`config.mk`:
```
export PLATFORM = sky130hd
export DESIGN_NAME = tbpf_front
export DESIGN_NICKNAME = d
export VERILOG_FILES = /design/src/rtl/tile_background_pixel_fetch_assert.svh /design/src/rtl/tbpf_pkg.sv /design/src/rtl/tbpf_front.sv
export SDC_FILE = /design/constraint.sdc
export NUM_CORES = 1
export LEC_CHECK = 0
export BUFFER_PORTS_ARGS = -buffer_cell sky130_fd_sc_hd__buf_2
export CAP_MARGIN = 10
export CORE_MARGIN = 2
export CORE_UTILIZATION = 37
export DETAILED_ROUTE_END_ITERATION = 10
export PLACE_DENSITY = 0.85
export SYNTH_ARGS = -nofsm -noshare
export SYNTH_HDL_FRONTEND = slang
export SYNTH_SLANG_ARGS = --single-unit
```
`constraint.sdc`:
```
create_clock -name vclk -period 1.79
set_clock_uncertainty 0.15 [all_clocks]
set_input_delay 0.179 -clock vclk [all_inputs]
set_output_delay 0.179 -clock vclk [all_outputs]
set_load 0.01 [all_outputs]
```
`src/rtl/tile_background_pixel_fetch_assert.svh`:
```
// Assertion macros used by the tile background fetch back end.
`ifndef TILE_BACKGROUND_PIXEL_FETCH_ASSERT_SVH
`define TILE_BACKGROUND_PIXEL_FETCH_ASSERT_SVH

// Same-cycle implication, checked outside reset.
`define TBPF_ASSERT_IMPL(label, clk, rst, ante, cons) \
  label: assert property (@(posedge clk) disable iff (rst) (ante) |-> (cons)) \
    else $error("tbpf assertion failed");

// Next-cycle implication, checked outside reset.
`define TBPF_ASSERT_NEXT(label, clk, rst, ante, cons) \
  label: assert property (@(posedge clk) disable iff (rst) (ante) |=> (cons)) \
    else $error("tbpf assertion failed");

`endif

```
`src/rtl/tbpf_pkg.sv`:
```
// Types and constants of the tile background pixel fetch block.
`default_nettype none

package tbpf_pkg;

  localparam int VRAM_BYTES = 8192;
  localparam int VRAM_AW = $clog2(VRAM_BYTES);
  localparam int SCREEN_WIDTH_DEFAULT = 160;
  localparam int SCREEN_HEIGHT_DEFAULT = 144;
  localparam int QUEUE_DEPTH = 4;

  localparam int CFG_IDX_W = 3;
  localparam logic [CFG_IDX_W-1:0] CFG_SCROLL_X = 3'd0;
  localparam logic [CFG_IDX_W-1:0] CFG_SCROLL_Y = 3'd1;
  localparam logic [CFG_IDX_W-1:0] CFG_BG_PALETTE = 3'd2;
  localparam logic [CFG_IDX_W-1:0] CFG_MAP_SELECT = 3'd3;
  localparam logic [CFG_IDX_W-1:0] CFG_DATA_SELECT = 3'd4;
  localparam logic [CFG_IDX_W-1:0] CFG_BG_ENABLE = 3'd5;

  localparam logic OP_WRITE = 1'b0;
  localparam logic OP_RENDER = 1'b1;

  // Tile maps sit in the top 2 KiB: 0x1800 or 0x1C00.
  localparam logic [1:0] MAP_REGION = 2'b11;
  // Signed tile numbers are centered on 0x1000, so tile 0x80 lands at 0x0800.
  localparam logic [VRAM_AW-1:0] SIGNED_BASE = 13'h0800;

  typedef struct packed {
    logic       op;
    logic [12:0] vram_addr;
    logic [7:0] vram_data;
    logic [7:0] pixel_x;
    logic [7:0] screen_line;
  } in_item_t;

  typedef struct packed {
    logic [1:0] shade;
    logic [7:0] out_x;
    logic [7:0] out_line;
  } out_item_t;

  typedef struct packed {
    logic [7:0] scroll_x;
    logic [7:0] scroll_y;
    logic [7:0] bg_palette;
    logic       map_select;
    logic       data_select;
    logic       bg_enable;
  } cfg_t;

  // Work item between front and back: a memory write, or a render with its map address.
  typedef struct packed {
    logic               is_write;
    logic [VRAM_AW-1:0] addr;
    logic [7:0]         data;
    logic [2:0]         fine_x;
    logic [2:0]         fine_y;
    logic [7:0]         px;
    logic [7:0]         line;
  } work_t;

endpackage

`default_nettype wire

```
`src/rtl/tbpf_front.sv`:
```
// Front end: accepts items, drops off-screen renders, forms the tile map address.
`default_nettype none

module tbpf_front
  import tbpf_pkg::*;
#(
  parameter int SCREEN_WIDTH = SCREEN_WIDTH_DEFAULT,
  parameter int SCREEN_HEIGHT = SCREEN_HEIGHT_DEFAULT
) (
  input  wire logic     push,
  input  wire in_item_t request,
  input  wire cfg_t     cfg,
  input  wire logic     q_full,
  output logic          full,
  output logic          q_push,
  output work_t         q_item
);

  logic       accept;
  logic       on_screen;
  logic [7:0] ax;
  logic [7:0] ay;

  assign full = q_full;
  assign accept = push && !q_full;

  assign on_screen = ({1'b0, request.pixel_x} < 9'(SCREEN_WIDTH)) &&
                     ({1'b0, request.screen_line} < 9'(SCREEN_HEIGHT));

  assign ax = request.pixel_x + cfg.scroll_x;
  assign ay = request.screen_line + cfg.scroll_y;

  assign q_push = accept && ((request.op == OP_WRITE) || on_screen);

  always_comb begin
    q_item.is_write = (request.op == OP_WRITE);
    q_item.data = request.vram_data;
    q_item.fine_x = ax[2:0];
    q_item.fine_y = ay[2:0];
    q_item.px = request.pixel_x;
    q_item.line = request.screen_line;
    if (request.op == OP_WRITE) begin
      q_item.addr = request.vram_addr;
    end else begin
      q_item.addr = {MAP_REGION, cfg.map_select, ay[7:3], ax[7:3]};
    end
  end

endmodule

`default_nettype wire

```
* Word-level counts from Yosys, hierarchy flattened
Cells that the tools add are included.
** Storage, ports and cells
- Flip-flop bits (word level) :: 0
- ROM bits :: 0
- Word-level logic and storage cells :: 11
- Output and inout port bits :: 46
- Bits of input ports :: 67
- Memories kept :: 0
- RAM bits :: 0
- Latch bits :: 0
** Cells by class
- Div/mod/pow operators :: 0
- Shift operators :: 0
- $lt $le $gt $ge :: 2
- Bitwise logic cells :: 1
- Multipliers :: 0
- Multiplexer cells :: 1
- Reductions and logical operators :: 5
- Add/subtract/negate cells :: 2
- Equality and inequality tests :: 0
** Operator list (number)
- adder 8 bit :: 2
- < comparator 8 bit, second input constant :: 2
- two-way mux 13 bit :: 1
- logical AND 1 bit :: 3
- logical NOT 1 bit :: 1
- logical OR 1 bit :: 1
- inverter 1 bit :: 1

* Longest topological paths before layout
- Depth after elaboration :: 4
- Depth in mapped cells :: 6
- Gate-level depth less buffers :: 6

* Worst setup path after synthesis
OpenSTA, ideal clock, no wires.
- Kind :: input -> output
- Start :: in request[0] (netlist name)
- End :: out q_item[38] (netlist name)
- Path slack :: -0.099 ns
- Stages on the path :: 5
- Required time :: 1.461 ns
- Arrival :: 1.560 ns
- Buffers on the path :: 0
- Cell sequence :: ha_1 fa_1 a211oi_1 o21bai_1 o311ai_1
** RTL lines
- from (decl) :: RTL line tbpf_front.sv:11 : input wire in_item_t request,
- to (decl) :: RTL line tbpf_front.sv:16 : output work_t q_item

==> results by group <==
Drt
  • Routed WL: 3.39 mm
  • Antenna Violating Nets Remaining: 0
  • DR pass1 iterations: 4
  • DR WL/cell: 13.3 µm
  • Routed via count: 1,367
  • DR vias/cell: 5.34
  • Post-route DRC: 0
  • DRT iter0 DRCs: 39

Synth
  • Synth top area share: 17.6%
  • Largest area contributor in the netlist: buf_4
  • Synthesized area: 1060 µm²
  • Top post-synthesis cells by area: buf_4 (18%), ha_1 (16%), a211oi_1 (4.9%)
  • Top-count cell post-synth: buf_4
  • Syn Inst Count: 137
  • Syn_area_per_cell: 7.76 µm²
  • Register area share after synthesis: 0%
  • Synthesized Nets: 220
  • Synth cell count leaders: buf_4 (25), ha_1 (14), nand2_1 (10), a211oi_1 (7), o21ai_0 (7)
  • Library cells used by synthesis: 39
  • Synthesis warning total: 0

Floorplanning
  • Die height: 57.6 µm
  • Ports: 113
  • Die width: 57.6 µm
  • Die area: 3320 µm²
  • Initial Utilization: 38.9%
  • Core ar.: 2730 µm²
  • # rows: 19

Placed design
  • GPL Wtd Cong: 0.855
  • Final HPWL DP: 2.57 mm
  • Placed cell area: 1540 µm²
  • PortBufs: 87

Power
  • Seq pwr share: 0%
  • P per Cell Area: 326 nW/µm²
  • Worst vdd ir: 0.250 mV
  • Switching Fraction: 47.6%
  • Leakage power: 0.844 nW
  • Clock Power Share: 0%
  • Total power: 0.573 mW
  • Logic pwr share: 100.0%
  • P_int: 0.300 mW
  • Sw power: 0.273 mW

Setup path
  • Setup CP Type: input pin to primary output
  • Crit path max-delay family: compound AO/OA/AOI/OAI gates
  • CP Cell Sequence: buf_6 -> ha_4 -> fa_2 -> a211oi_2 -> o21bai_1 -> o311ai_2 -> buf_2
  • Worst path max stage delay: 0.36 ns
  • WP data required: 1.46 ns
  • Worst EP arrival: 1.57 ns
  • Crit path launch type: input pin
  • CP Max Fanout: 3
  • CP max-delay cell: fa_2
  • CP endpoint kind: primary output
  • CP Buf/Inv Count: 2

GRT
  • All-Layer GR Usage: 18.7%
  • GRT overflow: 0
  • Vias in the first global route: 1,199
  • Initial antenna violation count: 0
  • Largest net degree at the start of global routing: 14
  • Global-route wire length before repair: 5.11 mm

Timing
  • Fmax achieved: 0.528 GHz
  • Relative slew slack: 79.6%
  • Final Slew Violations: 0
  • Fin worst setup slack: -0.105 ns
  • Unrepaired setup endpoints after global routing: yes
  • Final hold vios: 0
  • Final setup fails: 5
  • Period minus WS final: 1.89 ns
  • Final hold slack: 0.208 ns
  • Final worst path period share: 106%
  • Worst Max-Slew Pin Slew: 0.304 ns

Finish
  • Layout cells sized above 1: 64.4%
  • Final core occ: 64.4%
  • Final instance area: 1760 µm²
  • Synth-to-Final Area Change: 65.5%
  • Reg area: 0 µm²
  • # diodes: 0
  • Sequential cell count: 0
  • Final #Nets: 310
  • Clkbuf count: 0
  • Filler cells: 251

Status
  • Status: complete, but fails checks
  • Violated checks: negative setup slack

Run
  • Total of max-cap violations: 0

Hold path
  • Worst Hold Class: input pin to primary output
==> metrics by stage <==
step / setup TNS, ns / worst slack (ns) / instances
floorplan: 0 / 0.0360 / 137
global placement: -0.986 / -0.184 / 253
detailed placement: -1.13 / -0.238 / 253
CTS: -0.507 / -0.144 / 256
global route: -0.790 / -0.196 / 256
finish: -0.359 / -0.105 / 256
==> metal layers <==
layer	part of all wire (%)	GRT usage (%)	vias to the layer above
met1	42	24.5	618
met4	0.41	0.664	0
met5	0	0	-
met2	50	35.6	67
li1	-	-	680
met3	7.7	0.893	2
==> layout make-up <==
cell class / count / area (µm²) / area share [%]
multi-input combinational: 105 / 977 / 55.5
timing repair buffer: 117 / 733 / 41.6
tap: 31 / 38.8 / 2.20
inverter: 3 / 11.3 / 0.640
==> logic make-up (layout without fill, tap and decap cells) <==
family                     after synthesis  count (layout)  share of synthesized area (%)
buffers and inverters                   32             120                           22.1
AOI/OAI and AO/OA                       52              52                           35.3
and+or+nand+nor                         32              32                           18.0
xor gates and xnor gates                 4               4                           3.29
muxes                                    1               1                           1.06
adders and majority gates               16              16                           20.2
==> power by group through the flow <==
stage / Clock, mW / Combinational, mW / Sequential (mW)
floorplan: 0 / 0.317 / 0
global placement: 0 / 0.484 / 0
detailed placement: 0 / 0.494 / 0
CTS: 0 / 0.551 / 0
global route: 0 / 0.628 / 0
finish: 0 / 0.573 / 0
==> cells in the final DEF (no fill, tap or decap), drive strengths merged <==
master,count
or2,2
and2,1
a31oi,2
a21oi,6
nand3b,6
o211ai,3
or4,2
mux2,1
a32o,1
fa,2
xnor2,2
nor2,2
nor3b,1
inv,3
a211oi,9
and2b,1
xor2,2
o21ai,9
o32ai,1
nand3,1
o2bb2ai,4
nor4,2
buf,117
o21bai,6
a21o,4
ha,14
nand2,10
nor4b,1
a41o,1
o31ai,5
nand4b,3
o311ai,1
==> worst paths after layout <==
check                    from    endpoint  slack (ns)  depth (start not counted)
hold / removal    request[21]  q_item[27]        0.21                          0
setup / recovery   request[0]  q_item[38]       -0.10                          7
==> timing repair <==
item | CTS | global route
setup endpoints to repair | 6 | 7
resized for setup | 29 | 10
hold buffers | 0 | 0
buffers inserted | 3 | 0
cloned | 0 | 0
pin swaps | 19 | 15
Note: power is estimated with default switching activity, not from simulation.
