### src/rtl/tile_background_pixel_fetch_assert.svh
// Assertion macros used by the tile background fetch back end.
`ifndef TILE_BACKGROUND_PIXEL_FETCH_ASSERT_SVH
`define TILE_BACKGROUND_PIXEL_FETCH_ASSERT_SVH

// Same-cycle implication, checked outside reset.
`define TBPF_ASSERT_IMPL(label, clk, rst, ante, cons) \
  label: assert property (@(posedge clk) disable iff (rst) (ante) |-> (cons)) \
    else $error("tbpf assertion failed");

// Next-cycle implication, checked outside reset.
`define TBPF_ASSERT_NEXT(label, clk, rst, ante, cons) \
  label: assert property (@(posedge clk) disable iff (rst) (ante) |=> (cons)) \
    else $error("tbpf assertion failed");

`endif

### src/rtl/tbpf_pkg.sv
// Types and constants of the tile background pixel fetch block.
`default_nettype none

package tbpf_pkg;

  localparam int VRAM_BYTES = 8192;
  localparam int VRAM_AW = $clog2(VRAM_BYTES);
  localparam int SCREEN_WIDTH_DEFAULT = 160;
  localparam int SCREEN_HEIGHT_DEFAULT = 144;
  localparam int QUEUE_DEPTH = 4;

  localparam int CFG_IDX_W = 3;
  localparam logic [CFG_IDX_W-1:0] CFG_SCROLL_X = 3'd0;
  localparam logic [CFG_IDX_W-1:0] CFG_SCROLL_Y = 3'd1;
  localparam logic [CFG_IDX_W-1:0] CFG_BG_PALETTE = 3'd2;
  localparam logic [CFG_IDX_W-1:0] CFG_MAP_SELECT = 3'd3;
  localparam logic [CFG_IDX_W-1:0] CFG_DATA_SELECT = 3'd4;
  localparam logic [CFG_IDX_W-1:0] CFG_BG_ENABLE = 3'd5;

  localparam logic OP_WRITE = 1'b0;
  localparam logic OP_RENDER = 1'b1;

  // Tile maps sit in the top 2 KiB: 0x1800 or 0x1C00.
  localparam logic [1:0] MAP_REGION = 2'b11;
  // Signed tile numbers are centered on 0x1000, so tile 0x80 lands at 0x0800.
  localparam logic [VRAM_AW-1:0] SIGNED_BASE = 13'h0800;

  typedef struct packed {
    logic       op;
    logic [12:0] vram_addr;
    logic [7:0] vram_data;
    logic [7:0] pixel_x;
    logic [7:0] screen_line;
  } in_item_t;

  typedef struct packed {
    logic [1:0] shade;
    logic [7:0] out_x;
    logic [7:0] out_line;
  } out_item_t;

  typedef struct packed {
    logic [7:0] scroll_x;
    logic [7:0] scroll_y;
    logic [7:0] bg_palette;
    logic       map_select;
    logic       data_select;
    logic       bg_enable;
  } cfg_t;

  // Work item between front and back: a memory write, or a render with its map address.
  typedef struct packed {
    logic               is_write;
    logic [VRAM_AW-1:0] addr;
    logic [7:0]         data;
    logic [2:0]         fine_x;
    logic [2:0]         fine_y;
    logic [7:0]         px;
    logic [7:0]         line;
  } work_t;

endpackage

`default_nettype wire

### src/rtl/tbpf_queue.sv
// Short FIFO of work items between front and back.
`default_nettype none

module tbpf_queue
  import tbpf_pkg::*;
#(
  parameter int DEPTH = QUEUE_DEPTH
) (
  input  wire logic  clk,
  input  wire logic  rst,
  input  wire logic  wr_en,
  input  wire work_t wr_item,
  input  wire logic  rd_en,
  output work_t      head,
  output logic       q_full,
  output logic       q_empty
);

  localparam int PW = (DEPTH > 1) ? $clog2(DEPTH) : 1;
  localparam int CW = $clog2(DEPTH + 1);

  work_t         slots [DEPTH];
  logic [PW-1:0] wr_ptr;
  logic [PW-1:0] rd_ptr;
  logic [CW-1:0] count;
  logic          do_wr;
  logic          do_rd;

  assign q_full = (count == CW'(DEPTH));
  assign q_empty = (count == '0);
  assign do_wr = wr_en && !q_full;
  assign do_rd = rd_en && !q_empty;
  assign head = slots[rd_ptr];

  always_ff @(posedge clk) begin
    if (do_wr) begin
      slots[wr_ptr] <= wr_item;
    end
  end

  always_ff @(posedge clk) begin
    if (rst) begin
      wr_ptr <= '0;
      rd_ptr <= '0;
      count <= '0;
    end else begin
      if (do_wr) begin
        wr_ptr <= (wr_ptr == PW'(DEPTH - 1)) ? '0 : wr_ptr + 1'b1;
      end
      if (do_rd) begin
        rd_ptr <= (rd_ptr == PW'(DEPTH - 1)) ? '0 : rd_ptr + 1'b1;
      end
      if (do_wr && !do_rd) begin
        count <= count + 1'b1;
      end else if (do_rd && !do_wr) begin
        count <= count - 1'b1;
      end
    end
  end

endmodule

`default_nettype wire

### config.mk
export PLATFORM = sky130hd
export DESIGN_NAME = tbpf_queue
export DESIGN_NICKNAME = d
export VERILOG_FILES = /design/src/rtl/tile_background_pixel_fetch_assert.svh /design/src/rtl/tbpf_pkg.sv /design/src/rtl/tbpf_queue.sv
export SDC_FILE = /design/constraint.sdc
export NUM_CORES = 1
export LEC_CHECK = 0
export ABC_AREA = 1
export BUFFER_PORTS_ARGS = -buffer_cell sky130_fd_sc_hd__buf_2
export CAP_MARGIN = 20
export CORE_MARGIN = 2
export CORE_UTILIZATION = 50
export DETAILED_ROUTE_END_ITERATION = 8
export PLACE_DENSITY = 0.71
export SLEW_MARGIN = 10
export SYNTH_ARGS = -nofsm -noshare
export SYNTH_HDL_FRONTEND = slang
export SYNTH_SLANG_ARGS = --single-unit
export TNS_END_PERCENT = 20
### constraint.sdc
create_clock -name clk -period 2.9 [get_ports clk]
set_input_delay 0.29 -clock clk [delete_from_list [all_inputs] [get_ports clk]]
set_output_delay 0.29 -clock clk [all_outputs]
set_load 0.05 [all_outputs]
Word level (Yosys, flattened, before mapping)
Memory sizes are Yosys's and may differ from the RTL's. A register that Yosys moved wholly into a read port is not among the register bits.
Cells that the tools add are included.
- bits in writable memories: 176
- memories: 1
- bits in registers: 7
- input port bits: 48
- output and inout port bits: 46
- memories (name ; words ; bits a word ; read ports ; clocked after memory_dff ; write ports ; line ; RTL):
    slots ; 4 ; 44 ; 1 ; 1 ; 1 ; tbpf_queue.sv:22 ; work_t slots [DEPTH];
- multiplexer cells: 8
- add/sub/neg operators: 4
- eq/ne operators: 3
- reduce and logical (&&, ||, !) cells: 10
- operator list (cell ; number):
    2-bit 2-to-1 mux ; 4
    3-bit 2-to-1 mux ; 2
    2-bit by 1-bit adder with 2-bit output (second input constant) ; 2
    2-bit == test (second input constant) ; 2
    1-bit logical AND ; 4
    1-bit logical NOT ; 4
    3-bit by 1-bit adder with 3-bit output (second input constant) ; 1
    3-bit == test (second input constant) ; 1
    3-bit logical NOT ; 1
    3-bit by 1-bit subtractor with 3-bit output (second input constant) ; 1
    1-bit 2-to-1 mux ; 2
    2-bit nonzero test ; 1

Depth between registers and ports, before layout
Gate-level depths: netlist of run 1.
- depth after elaboration: 7
- depth in mapped cells: 13
- depth with buffers taken out: 13

Least setup slack after synthesis of run 1
Ideal clock, no wire load.
- kind: reg2reg
- start: register count[0]
- end: memory slots[0][0] (netlist bit) (enable)
- data arrival time: 2544 ps
- cell stages (with the launch flop): 5
- path buffers: 0
- path slack: -89 ps
- clock period less this slack: 2989 ps
- path through: dfxtp_1 nor2_1 nand2_1 nand2_1 nor2_1
- word-level cells in the longest chain between the ends: 5
- ends and longest elaborated chain (item ; line ; RTL):
    start: declaration ; tbpf_queue.sv:25 ; logic [CW-1:0] count;
    start signal: assignment ; tbpf_queue.sv:54 ; count <= count + 1'b1;
    start signal: assignment ; tbpf_queue.sv:56 ; count <= count - 1'b1;
    3-bit == test ; tbpf_queue.sv:29 ; assign q_full = (count == CW'(DEPTH));
    1-bit logical NOT ; tbpf_queue.sv:31 ; assign do_wr = wr_en && !q_full;
    1-bit logical AND ; tbpf_queue.sv:31 ;
    1-bit 2-to-1 mux ; tbpf_queue.sv:36 ; if (do_wr) begin
    1-bit 2-to-1 mux (implied by the code) ; tbpf_queue.sv:37 ; slots[wr_ptr] <= wr_item;
    end: declaration ; tbpf_queue.sv:22 ;
Every way passes these cells.

==> results.json, run 1 <==
{
  "status": "finished clean",
  "max_slew_margin": 0.481,
  "grt_max_degree": 89,
  "portBuffers": 93,
  "cts.sinks": 185,
  "antenna_found_initial": 2,
  "yosysMostFrequentCell": "edfxtp_1",
  "wl_met1_um": 5620,
  "cts-root-buf": "clkbuf_16",
  "fin_hold_ws_ps": 40.9,
  "syn_inst": 496,
  "fmaxAchievable_ghz": 0.391,
  "clk_pin_slew_worst_paths_ps": 60,
  "nNetsFinal": 644,
  "die-height_um": 123,
  "rsz0062_at_grt": "false",
  "arrival_ps": 2270,
  "wl_um": 14100,
  "yosys_warnings": 0,
  "grt_first_pass_wirelength_um": 21600,
  "synth-edff-count": 176,
  "syn2layout_area_growth_pct": 17.3,
  "r2r_start": "count[0]",
  "worst_pin_slew_ps": 778,
  "fin_crit_ps": 2560,
  "hold_buffers": 0,
  "place_area_mm2": 0.00776,
  "finalSetupTns_ps": 0,
  "wl_met2_um": 7240,
  "synth_ff_type": "edfxtp_1",
  "vias": 4247,
  "io_pins": 94,
  "ir_worst_vdd_mv": 0.662,
  "yosysSeqAreaShare": 0.769,
  "drcViolationCount": 0,
  "cts_buffers": 17,
  "worst_hold_path_type": "primary input to flop",
  "clk_latency_ps": 430,
  "dieArea_mm2": 0.0152,
  "synth_area_leaders": "edfxtp_1 74%, o21ai_0 5.8%, nor2_1 5.0%",
  "n_fill_cell": 1065,
  "htreeDepth": 4,
  "initial_utilization": 0.512,
  "final-seq-area_mm2": 0.00547,
  "endpoint_kind": "output port",
  "syn_area_mm2": 0.00711,
  "drv_slew": 0,
  "drive_gt1_frac": 0.260,
  "setup_slack_ps": 342,
  "reg2reg_slack_ps": 740,
  "synth_fp_nets": 551,
  "synth-seq-cells": 185,
  "synth_top_area_frac": 0.743,
  "cts_tree": "built",
  "drt_iter0_drc": 304,
  "overflow": 0,
  "pre_cts_ws_ps": 767,
  "num_rows": 43,
  "multi_input_area_mm2": 0.00143,
  "skew_ps": 10.6,
  "period_share": 0.882,
  "reg2reg_to": "count[1]",
  "startpoint_type": "flop",
  "cts_max_path_buffers": 2,
  "crit_type": "flop to output port",
  "required_ps": 2610,
  "reg2reg_depth": 9,
  "drt_pre_antenna_iters": 4,
  "synth_common_cells": "176 x edfxtp_1, 95 x nor2_1, 82 x o21ai_0",
  "gp_congestion": 0.839,
  "cap_violations": 0,
  "postCtsResizedCells": 0,
  "crit_end": "head[30]",
  "place_hpwl_um": 8120,
  "design_area_mm2": 0.00834,
  "p_leak_nw": 2.97,
  "synthArstFlopShare": 0,
  "route.met3.wl_um": 1050,
  "core-area_mm2": 0.0139,
  "top_layer": "met4",
  "avgSynthCellArea_um2": 14.3,
  "wire_per_inst_um": 18.0,
  "via_per_inst": 5.43,
  "cts_setup_buffers": 0,
  "setup_viol": 0,
  "grt.total_usage": 0.194,
  "antenna_left": 0,
  "critical_path.max_fanout": 88,
  "synth_area_leader_cell": "edfxtp_1",
  "powerDensity_mw_per_mm2": 1080,
  "finalPower_w": 0.00897,
  "grt_pass1_vias": 4172,
  "ys_types": 24,
  "dieWidth_um": 123,
  "hold_violations": 0
}
[flip-flops by register name, summed over array words and instances (netlist names), named ones only]
register,count
rd_ptr,2
count,3
wr_ptr,2
slots,176
[worst min path at each step]
stage               from        to  depth (start not counted)
detailed placement   rst  count[0]                          2
global placement     rst  count[0]                          2
CTS                  rst  count[0]                          2
finish               rst  count[0]                          2
floorplan            rst  count[0]                          1
global route         rst  count[0]                          2
[placed cells by master, fill, tap and decap left out, types with 2 or more instances in the layout]
master / instances
buf_2: 93
clkbuf_16: 17
o22ai_2: 10
nand3b_1: 2
bufinv_16: 3
o22ai_1: 34
dfxtp_1: 7
edfxtp_1: 176
buf_4: 5
o21ai_1: 7
a21oi_1: 2
nand2_1: 14
inv_6: 2
clkinv_2: 2
nor2_1: 91
inv_1: 16
clkinv_1: 4
nor2_4: 4
buf_12: 3
nor2_2: 10
clkinvlp_4: 3
ha_1: 6
o21ai_0: 82
[critical path, cell delays in order, from the launching register on]
cell and delay (ps):
dfxtp_4 490, inv_6 530, o21ai_0 150, o22ai_1 310, buf_2 330
[routing by layer]
metal	vias to the layer above	track usage
met5	-	0
met4	0	0.0810
met3	16	0.0581
met2	143	0.311
met1	2065	0.248
li1	2023	-
[metrics by stage]
stage / std cells / util
floorplan: 496 / -
global placement: 750 / 0.559
detailed placement: 750 / 0.559
CTS: 781 / 0.601
global route: 781 / 0.601
finish: 782 / 0.601
[where the power goes]
group          total, W  switching (W)  internal (W)
Clock           0.00227       0.000930       0.00134
Combinational   0.00329        0.00255      0.000740
Sequential      0.00341       0.000147       0.00326
Total           0.00897        0.00363       0.00534
[kinds of logic after synthesis]
group,count (synthesis),share of synthesized area
AOI/OAI and AO/OA,135,0.112
xor gates and xnor gates,1,0.00123
adders and majority gates,7,0.0134
buffers and inverters,45,0.0350
DFF,185,0.769
and+or+nand+nor,123,0.0700
[final cells by class]
type                            instances  area share
Clock buffer                           17      0.0510
Clock inverter                         14      0.0186
Antenna cell                            1    0.000300
Timing Repair Buffer                  101      0.0675
Sequential cell                       185       0.656
Inverter                               18     0.00870
Tap cell                              180      0.0270
Multi-Input combinational cell        266       0.171
Power figures use the tool's default switching activity.
==> run 2, diff against run 1 <==
--- a/config.mk
+++ b/config.mk
@@ -11,6 +11,7 @@
 export CORE_MARGIN = 2
 export CORE_UTILIZATION = 50
+export CTS_CLUSTER_SIZE = 10
 export DETAILED_ROUTE_END_ITERATION = 8
-export PLACE_DENSITY = 0.71
+export PLACE_DENSITY = 0.75
 export SLEW_MARGIN = 10
 export SYNTH_ARGS = -nofsm -noshare
==> constraint.sdc (replaced) <==
create_clock -name clk -period 2.9 [get_ports clk]
set_input_delay 0.29 -clock clk [delete_from_list [all_inputs] [get_ports clk]]
set_output_delay 0.29 -clock clk [all_outputs]
set_load 0.01 [all_outputs]
==> run 2 against run 1 <==
Effect of this change: largest power group unchanged; critical path depth grew 5; critical path type is now flop to flop; sequential power is essentially flat; via count shrank 0.31%; register-to-register slack lost 50 ps.
==> results.json, run 2 (same netlist as run 1, synthesis figures left out) <==
{
  "die-height_um": 123,
  "worst_pin_slew_ps": 671,
  "cts_setup_buffers": 0,
  "clk_pin_slew_worst_paths_ps": 60,
  "io_pins": 94,
  "rsz0062_at_grt": "false",
  "antenna_left": 0,
  "cts.sinks": 185,
  "hold_buffers": 0,
  "pre_cts_ws_ps": 737,
  "drcViolationCount": 0,
  "max_slew_margin": 0.553,
  "largest_register": "slots",
  "drt_pre_antenna_iters": 4,
  "core-area_mm2": 0.0139,
  "setup_viol": 0,
  "drive_gt1_frac": 0.264,
  "arrival_ps": 2530,
  "grt_first_pass_wirelength_um": 21700,
  "postCtsResizedCells": 0,
  "cts-root-buf": "clkbuf_16",
  "endpoint_kind": "flop",
  "portBuffers": 93,
  "crit_type": "flop to flop",
  "worst_hold_path_type": "primary input to flop",
  "cts_tree": "built",
  "antenna_cells": 0,
  "setup_slack_ps": 692,
  "wire_per_inst_um": 17.9,
  "grt_max_degree": 89,
  "grt_pass1_vias": 4244,
  "final_common_cell": "edfxtp_1",
  "ir_worst_vdd_mv": 0.519,
  "cts_buffers": 17,
  "cp_slowest_cell": "fa_1",
  "cap_violations": 0,
  "dieWidth_um": 123,
  "place_inst": 750,
  "nNetsFinal": 644,
  "grt.total_usage": 0.194,
  "fmaxAchievable_ghz": 0.453,
  "fin_crit_ps": 2210,
  "fin_cells": 782,
  "gp_congestion": 0.736,
  "place_hpwl_um": 7810,
  "wl_um": 14000,
  "syn2layout_area_growth_pct": 16.9,
  "final_cell_mix": "176 x edfxtp_1, 93 x buf_2, 91 x nor2_1, 82 x o21ai_0, 34 x o22ai_1",
  "required_ps": 3220,
  "p_leak_nw": 2.97,
  "critical_path.max_fanout": 7,
  "dieArea_mm2": 0.0152,
  "num_rows": 43,
  "overflow": 0,
  "drv_slew": 0,
  "cts_max_path_buffers": 2,
  "startpoint_type": "flop",
  "powerDensity_mw_per_mm2": 932,
  "largest_reg_flops": 176,
  "largest_registers": "slots x176, count x3",
  "initial_utilization": 0.512,
  "slowest_delay_ps": 430,
  "hold_violations": 0,
  "drt_iter0_drc": 460,
  "clk_latency_ps": 430,
  "period_share": 0.762,
  "skew_ps": 9.30,
  "htreeDepth": 4,
  "cp_cell_sequence": "nor2_1 > nand2_1 > nand2_1 > inv_1 > ha_1 > inv_1 > fa_1 > o21ai_0 > nor2_1",
  "vias": 4234,
  "status": "finished clean",
  "via_per_inst": 5.41,
  "finalPower_w": 0.00774,
  "antenna_found_initial": 1
}
## run 2: cell types whose count changed in the layout (fill, tap and decap cells not counted), sizes merged
cell	delta
clkbuf	+2
bufinv	-1
diode	-1
clkinv	-1
inv	+1
## run 2: routing by layer
layer | routed length [um] | GRT usage | vias up
met2 | 7100 | 0.320 | 126
met3 | 705 | 0.0466 | 18
met5 | 13 | 0 | -
met4 | 207 | 0.0788 | 2
li1 | - | - | 2019
met1 | 5950 | 0.248 | 2069
## run 2: final timing paths
check	from	endpoint	slack, ps	cells after the start
setup / recovery	count[0]	count[1]	690	9
hold / removal	rst	count[0]	50	2
setup reg to reg	count[0]	count[1]	690	9
hold reg to reg	rd_ptr[1]	flop	550	2
## run 2: stage by stage
stage | hold slack (ps) | instance area (um2) | TNS [ps] | utilization
6_report | 49.9 | 8310 | 0 | 0.599
3_5_place_dp | 488 | 7730 | 0 | 0.557
2_1_floorplan | 362 | 7110 | -15720 | -
5_1_grt | 43.1 | 8310 | 0 | 0.599
4_1_cts | 34.1 | 8310 | 0 | 0.599
3_3_place_gp | 486 | 7730 | 0 | 0.557
## run 2: layout make-up
type	count	area, um2
fillers	1082	5570
flip-flops and latches	185	5470
multi-input cells	266	1430
repair buffers	101	538
clock buffers	19	433
well taps	180	225
clock inverters	13	148
inverters	18	72.6
## run 2: power by group
| part | leakage [nW] | internal (W) | switching (W) | total, W |
|---|---|---|---|---|
| clock | 0.275 | 0.00128 | 0.000965 | 0.00224 |
| combinational | 1.00 | 0.000732 | 0.00138 | 0.00211 |
| sequential | 1.69 | 0.00326 | 0.000124 | 0.00339 |
| total | 2.97 | 0.00527 | 0.00247 | 0.00774 |
## run 2: worst max-delay path: cells and delay by family (launching register included)
kind | cells | cell delay (ps)
flip-flops | 1 | 350
buffers and inverters | 2 | 180
AND/OR/NAND/NOR | 4 | 730
adder cells (fa/ha/maj) | 2 | 660
AO/OA/AOI/OAI | 1 | 180
==> run 3, diff against run 2 <==
Clock period 2.9 ns to 1.9 ns, I/O delays scaled along.
==> run 3 against run 2 <==
Effect of this change: clock power grew 58%; count of clock-buffer cells in the layout shrank 2; non-clock buffer count grew 58; sequential power grew 52%; combinational power grew 76%; critical path type is now flop to output port.
==> results.json, run 3 (same netlist as run 1, synthesis figures left out) <==
{
  "ir_worst_vdd_mv": 0.794,
  "antenna_left": 0,
  "wire_per_inst_um": 18.0,
  "clk_latency_ps": 430,
  "fin_crit_ps": 1850,
  "place_area_mm2": 0.00787,
  "antenna_cells": 0,
  "drt_iter0_drc": 465,
  "powerDensity_mw_per_mm2": 1380,
  "skew_ps": 11.4,
  "r2r_start": "count[1]",
  "largest_registers": "slots x176, count x3",
  "grt_pass1_vias": 4664,
  "reg2reg_slack_ps": 140,
  "clk_pin_slew_worst_paths_ps": 60,
  "syn2layout_area_growth_pct": 26.8,
  "nNetsFinal": 703,
  "reg2reg_to": "count[1]",
  "setup_viol": 0,
  "cts_buffers": 17,
  "critical_path.max_fanout": 21,
  "cts_tree": "built",
  "cts.sinks": 185,
  "die-height_um": 123,
  "max_slew_margin": 0.818,
  "drt_pre_antenna_iters": 5,
  "wl_um": 15100,
  "hold_violations": 0,
  "worst_pin_slew_ps": 271,
  "num_rows": 43,
  "crit_cells": 5,
  "status": "finished clean",
  "largest_register": "slots",
  "crit_end": "head[8]",
  "worst_hold_path_type": "primary input to flop",
  "io_pins": 94,
  "initial_utilization": 0.512,
  "cp_slowest_cell": "dfxtp_4",
  "slowest_delay_ps": 430,
  "antenna_found_initial": 0,
  "setup_slack_ps": 46.2,
  "rsz0062_at_grt": "true",
  "drive_gt1_frac": 0.267,
  "overflow": 0,
  "fin_cells": 839,
  "cts_max_path_buffers": 2,
  "drv_slew": 0,
  "endpoint_kind": "output port",
  "fmaxAchievable_ghz": 0.539,
  "required_ps": 1710,
  "cts-root-buf": "clkbuf_16",
  "reg2reg_depth": 9,
  "gp_congestion": 0.854,
  "largest_reg_flops": 176,
  "final_cell_mix": "176 x edfxtp_1, 93 x buf_2, 90 x nor2_1, 74 x o21ai_0, 45 x dlygate4sd3_1",
  "place_inst": 761,
  "portBuffers": 93,
  "arrival_ps": 1660,
  "via_per_inst": 5.41,
  "design_area_mm2": 0.00902,
  "period_share": 0.976,
  "crit_type": "flop to output port",
  "fin_hold_ws_ps": 77.4,
  "final_common_cell": "edfxtp_1",
  "critPathBufInv": 3,
  "grt_max_degree": 43,
  "critical-path-top-delay-family": "buffers and inverters",
  "htreeDepth": 4,
  "grt.total_usage": 0.205,
  "vias": 4539,
  "core-area_mm2": 0.0139,
  "place_hpwl_um": 8440,
  "drcViolationCount": 0,
  "grt_first_pass_wirelength_um": 23300,
  "startpoint_type": "flop",
  "cp_cell_sequence": "clkinv_8 > clkbuf_16 > o21ai_0 > o22ai_2 > buf_2",
  "pre_cts_ws_ps": 68.8,
  "dieWidth_um": 123,
  "p_leak_nw": 3.27,
  "cap_violations": 0,
  "dieArea_mm2": 0.0152
}
## run 3: cell types whose count changed in the layout (fill, tap and decap cells not counted), moves of 2 or more
| cell | previous run | this run |
|---|---|---|
| clkinv_4 | 4 | 0 |
| clkbuf_1 | 2 | 0 |
| o21ai_0 | 82 | 74 |
| clkinv_2 | 2 | 0 |
| o21ai_1 | 7 | 14 |
| buf_6 | 0 | 2 |
| buf_12 | 1 | 6 |
| buf_4 | 7 | 10 |
| dlygate4sd3_1 | 0 | 45 |
| dfxtp_1 | 7 | 5 |
| clkinv_1 | 0 | 2 |
## run 3: layout make-up
type	instances	area, um2
Fill cell	990	4860
Tap cell	180	225
Sequential cell	185	5470
Inverter	18	82.6
Clock buffer	17	425
Timing Repair inverter	1	8.76
Clock inverter	13	168
Timing Repair Buffer	159	1200
Multi-Input combinational cell	266	1430
## run 3: worst register-to-register path: cells and delay by family (launching register included)
| family | cells | cell delay, ps |
|---|---|---|
| fa+ha+maj | 2 | 600 |
| buf+inv | 2 | 130 |
| simple gates | 4 | 420 |
| compound gates | 1 | 170 |
| flops | 1 | 340 |
## run 3: repair_timing
action,CTS,global route
hold buffers,45,0
gates cloned,0,2
endpoints found under the setup margin,13,37
buffers inserted,0,1
hold endpoints to repair,177,0
resized for setup,4,22
## run 3: routing by layer
layer	vias up	part of all wire	track usage
met5	-	0	0
met4	0	0.018	0.0895
met3	19	0.059	0.0461
met2	168	0.51	0.354
met1	2216	0.41	0.247
li1	2136	-	-
## run 3: worst min path at each step
stage | start | end | slack (ps) | depth (start not counted)
6_report | wr_en | wr_ptr[1] | 80 | 3
5_1_grt | wr_en | wr_ptr[1] | 110 | 4
4_1_cts | wr_en | wr_ptr[1] | 70 | 3
3_5_place_dp | rst | count[0] | 380 | 2
3_3_place_gp | rst | count[0] | 380 | 2
2_1_floorplan | rst | count[0] | 260 | 1
## run 3: power breakdown
group          leakage [nW]  switching, W  internal, W  total [W]
sequential             1.69      0.000172      0.00498    0.00515
combinational          1.30       0.00229      0.00142    0.00371
clock                 0.277       0.00147      0.00207    0.00354
## run 3: per-stage QoR
| step | total power (W) | setup TNS, ps | utilization |
|---|---|---|---|
| after CTS | 0.0123 | -26.3 | 0.644 |
| final | 0.0124 | 0 | 0.650 |
| after global placement | 0.00854 | 0 | 0.567 |
| after floorplan | 0.00734 | -71020 | - |
| after detailed placement | 0.00868 | 0 | 0.567 |
| after global routing | 0.0130 | -98.4 | 0.650 |
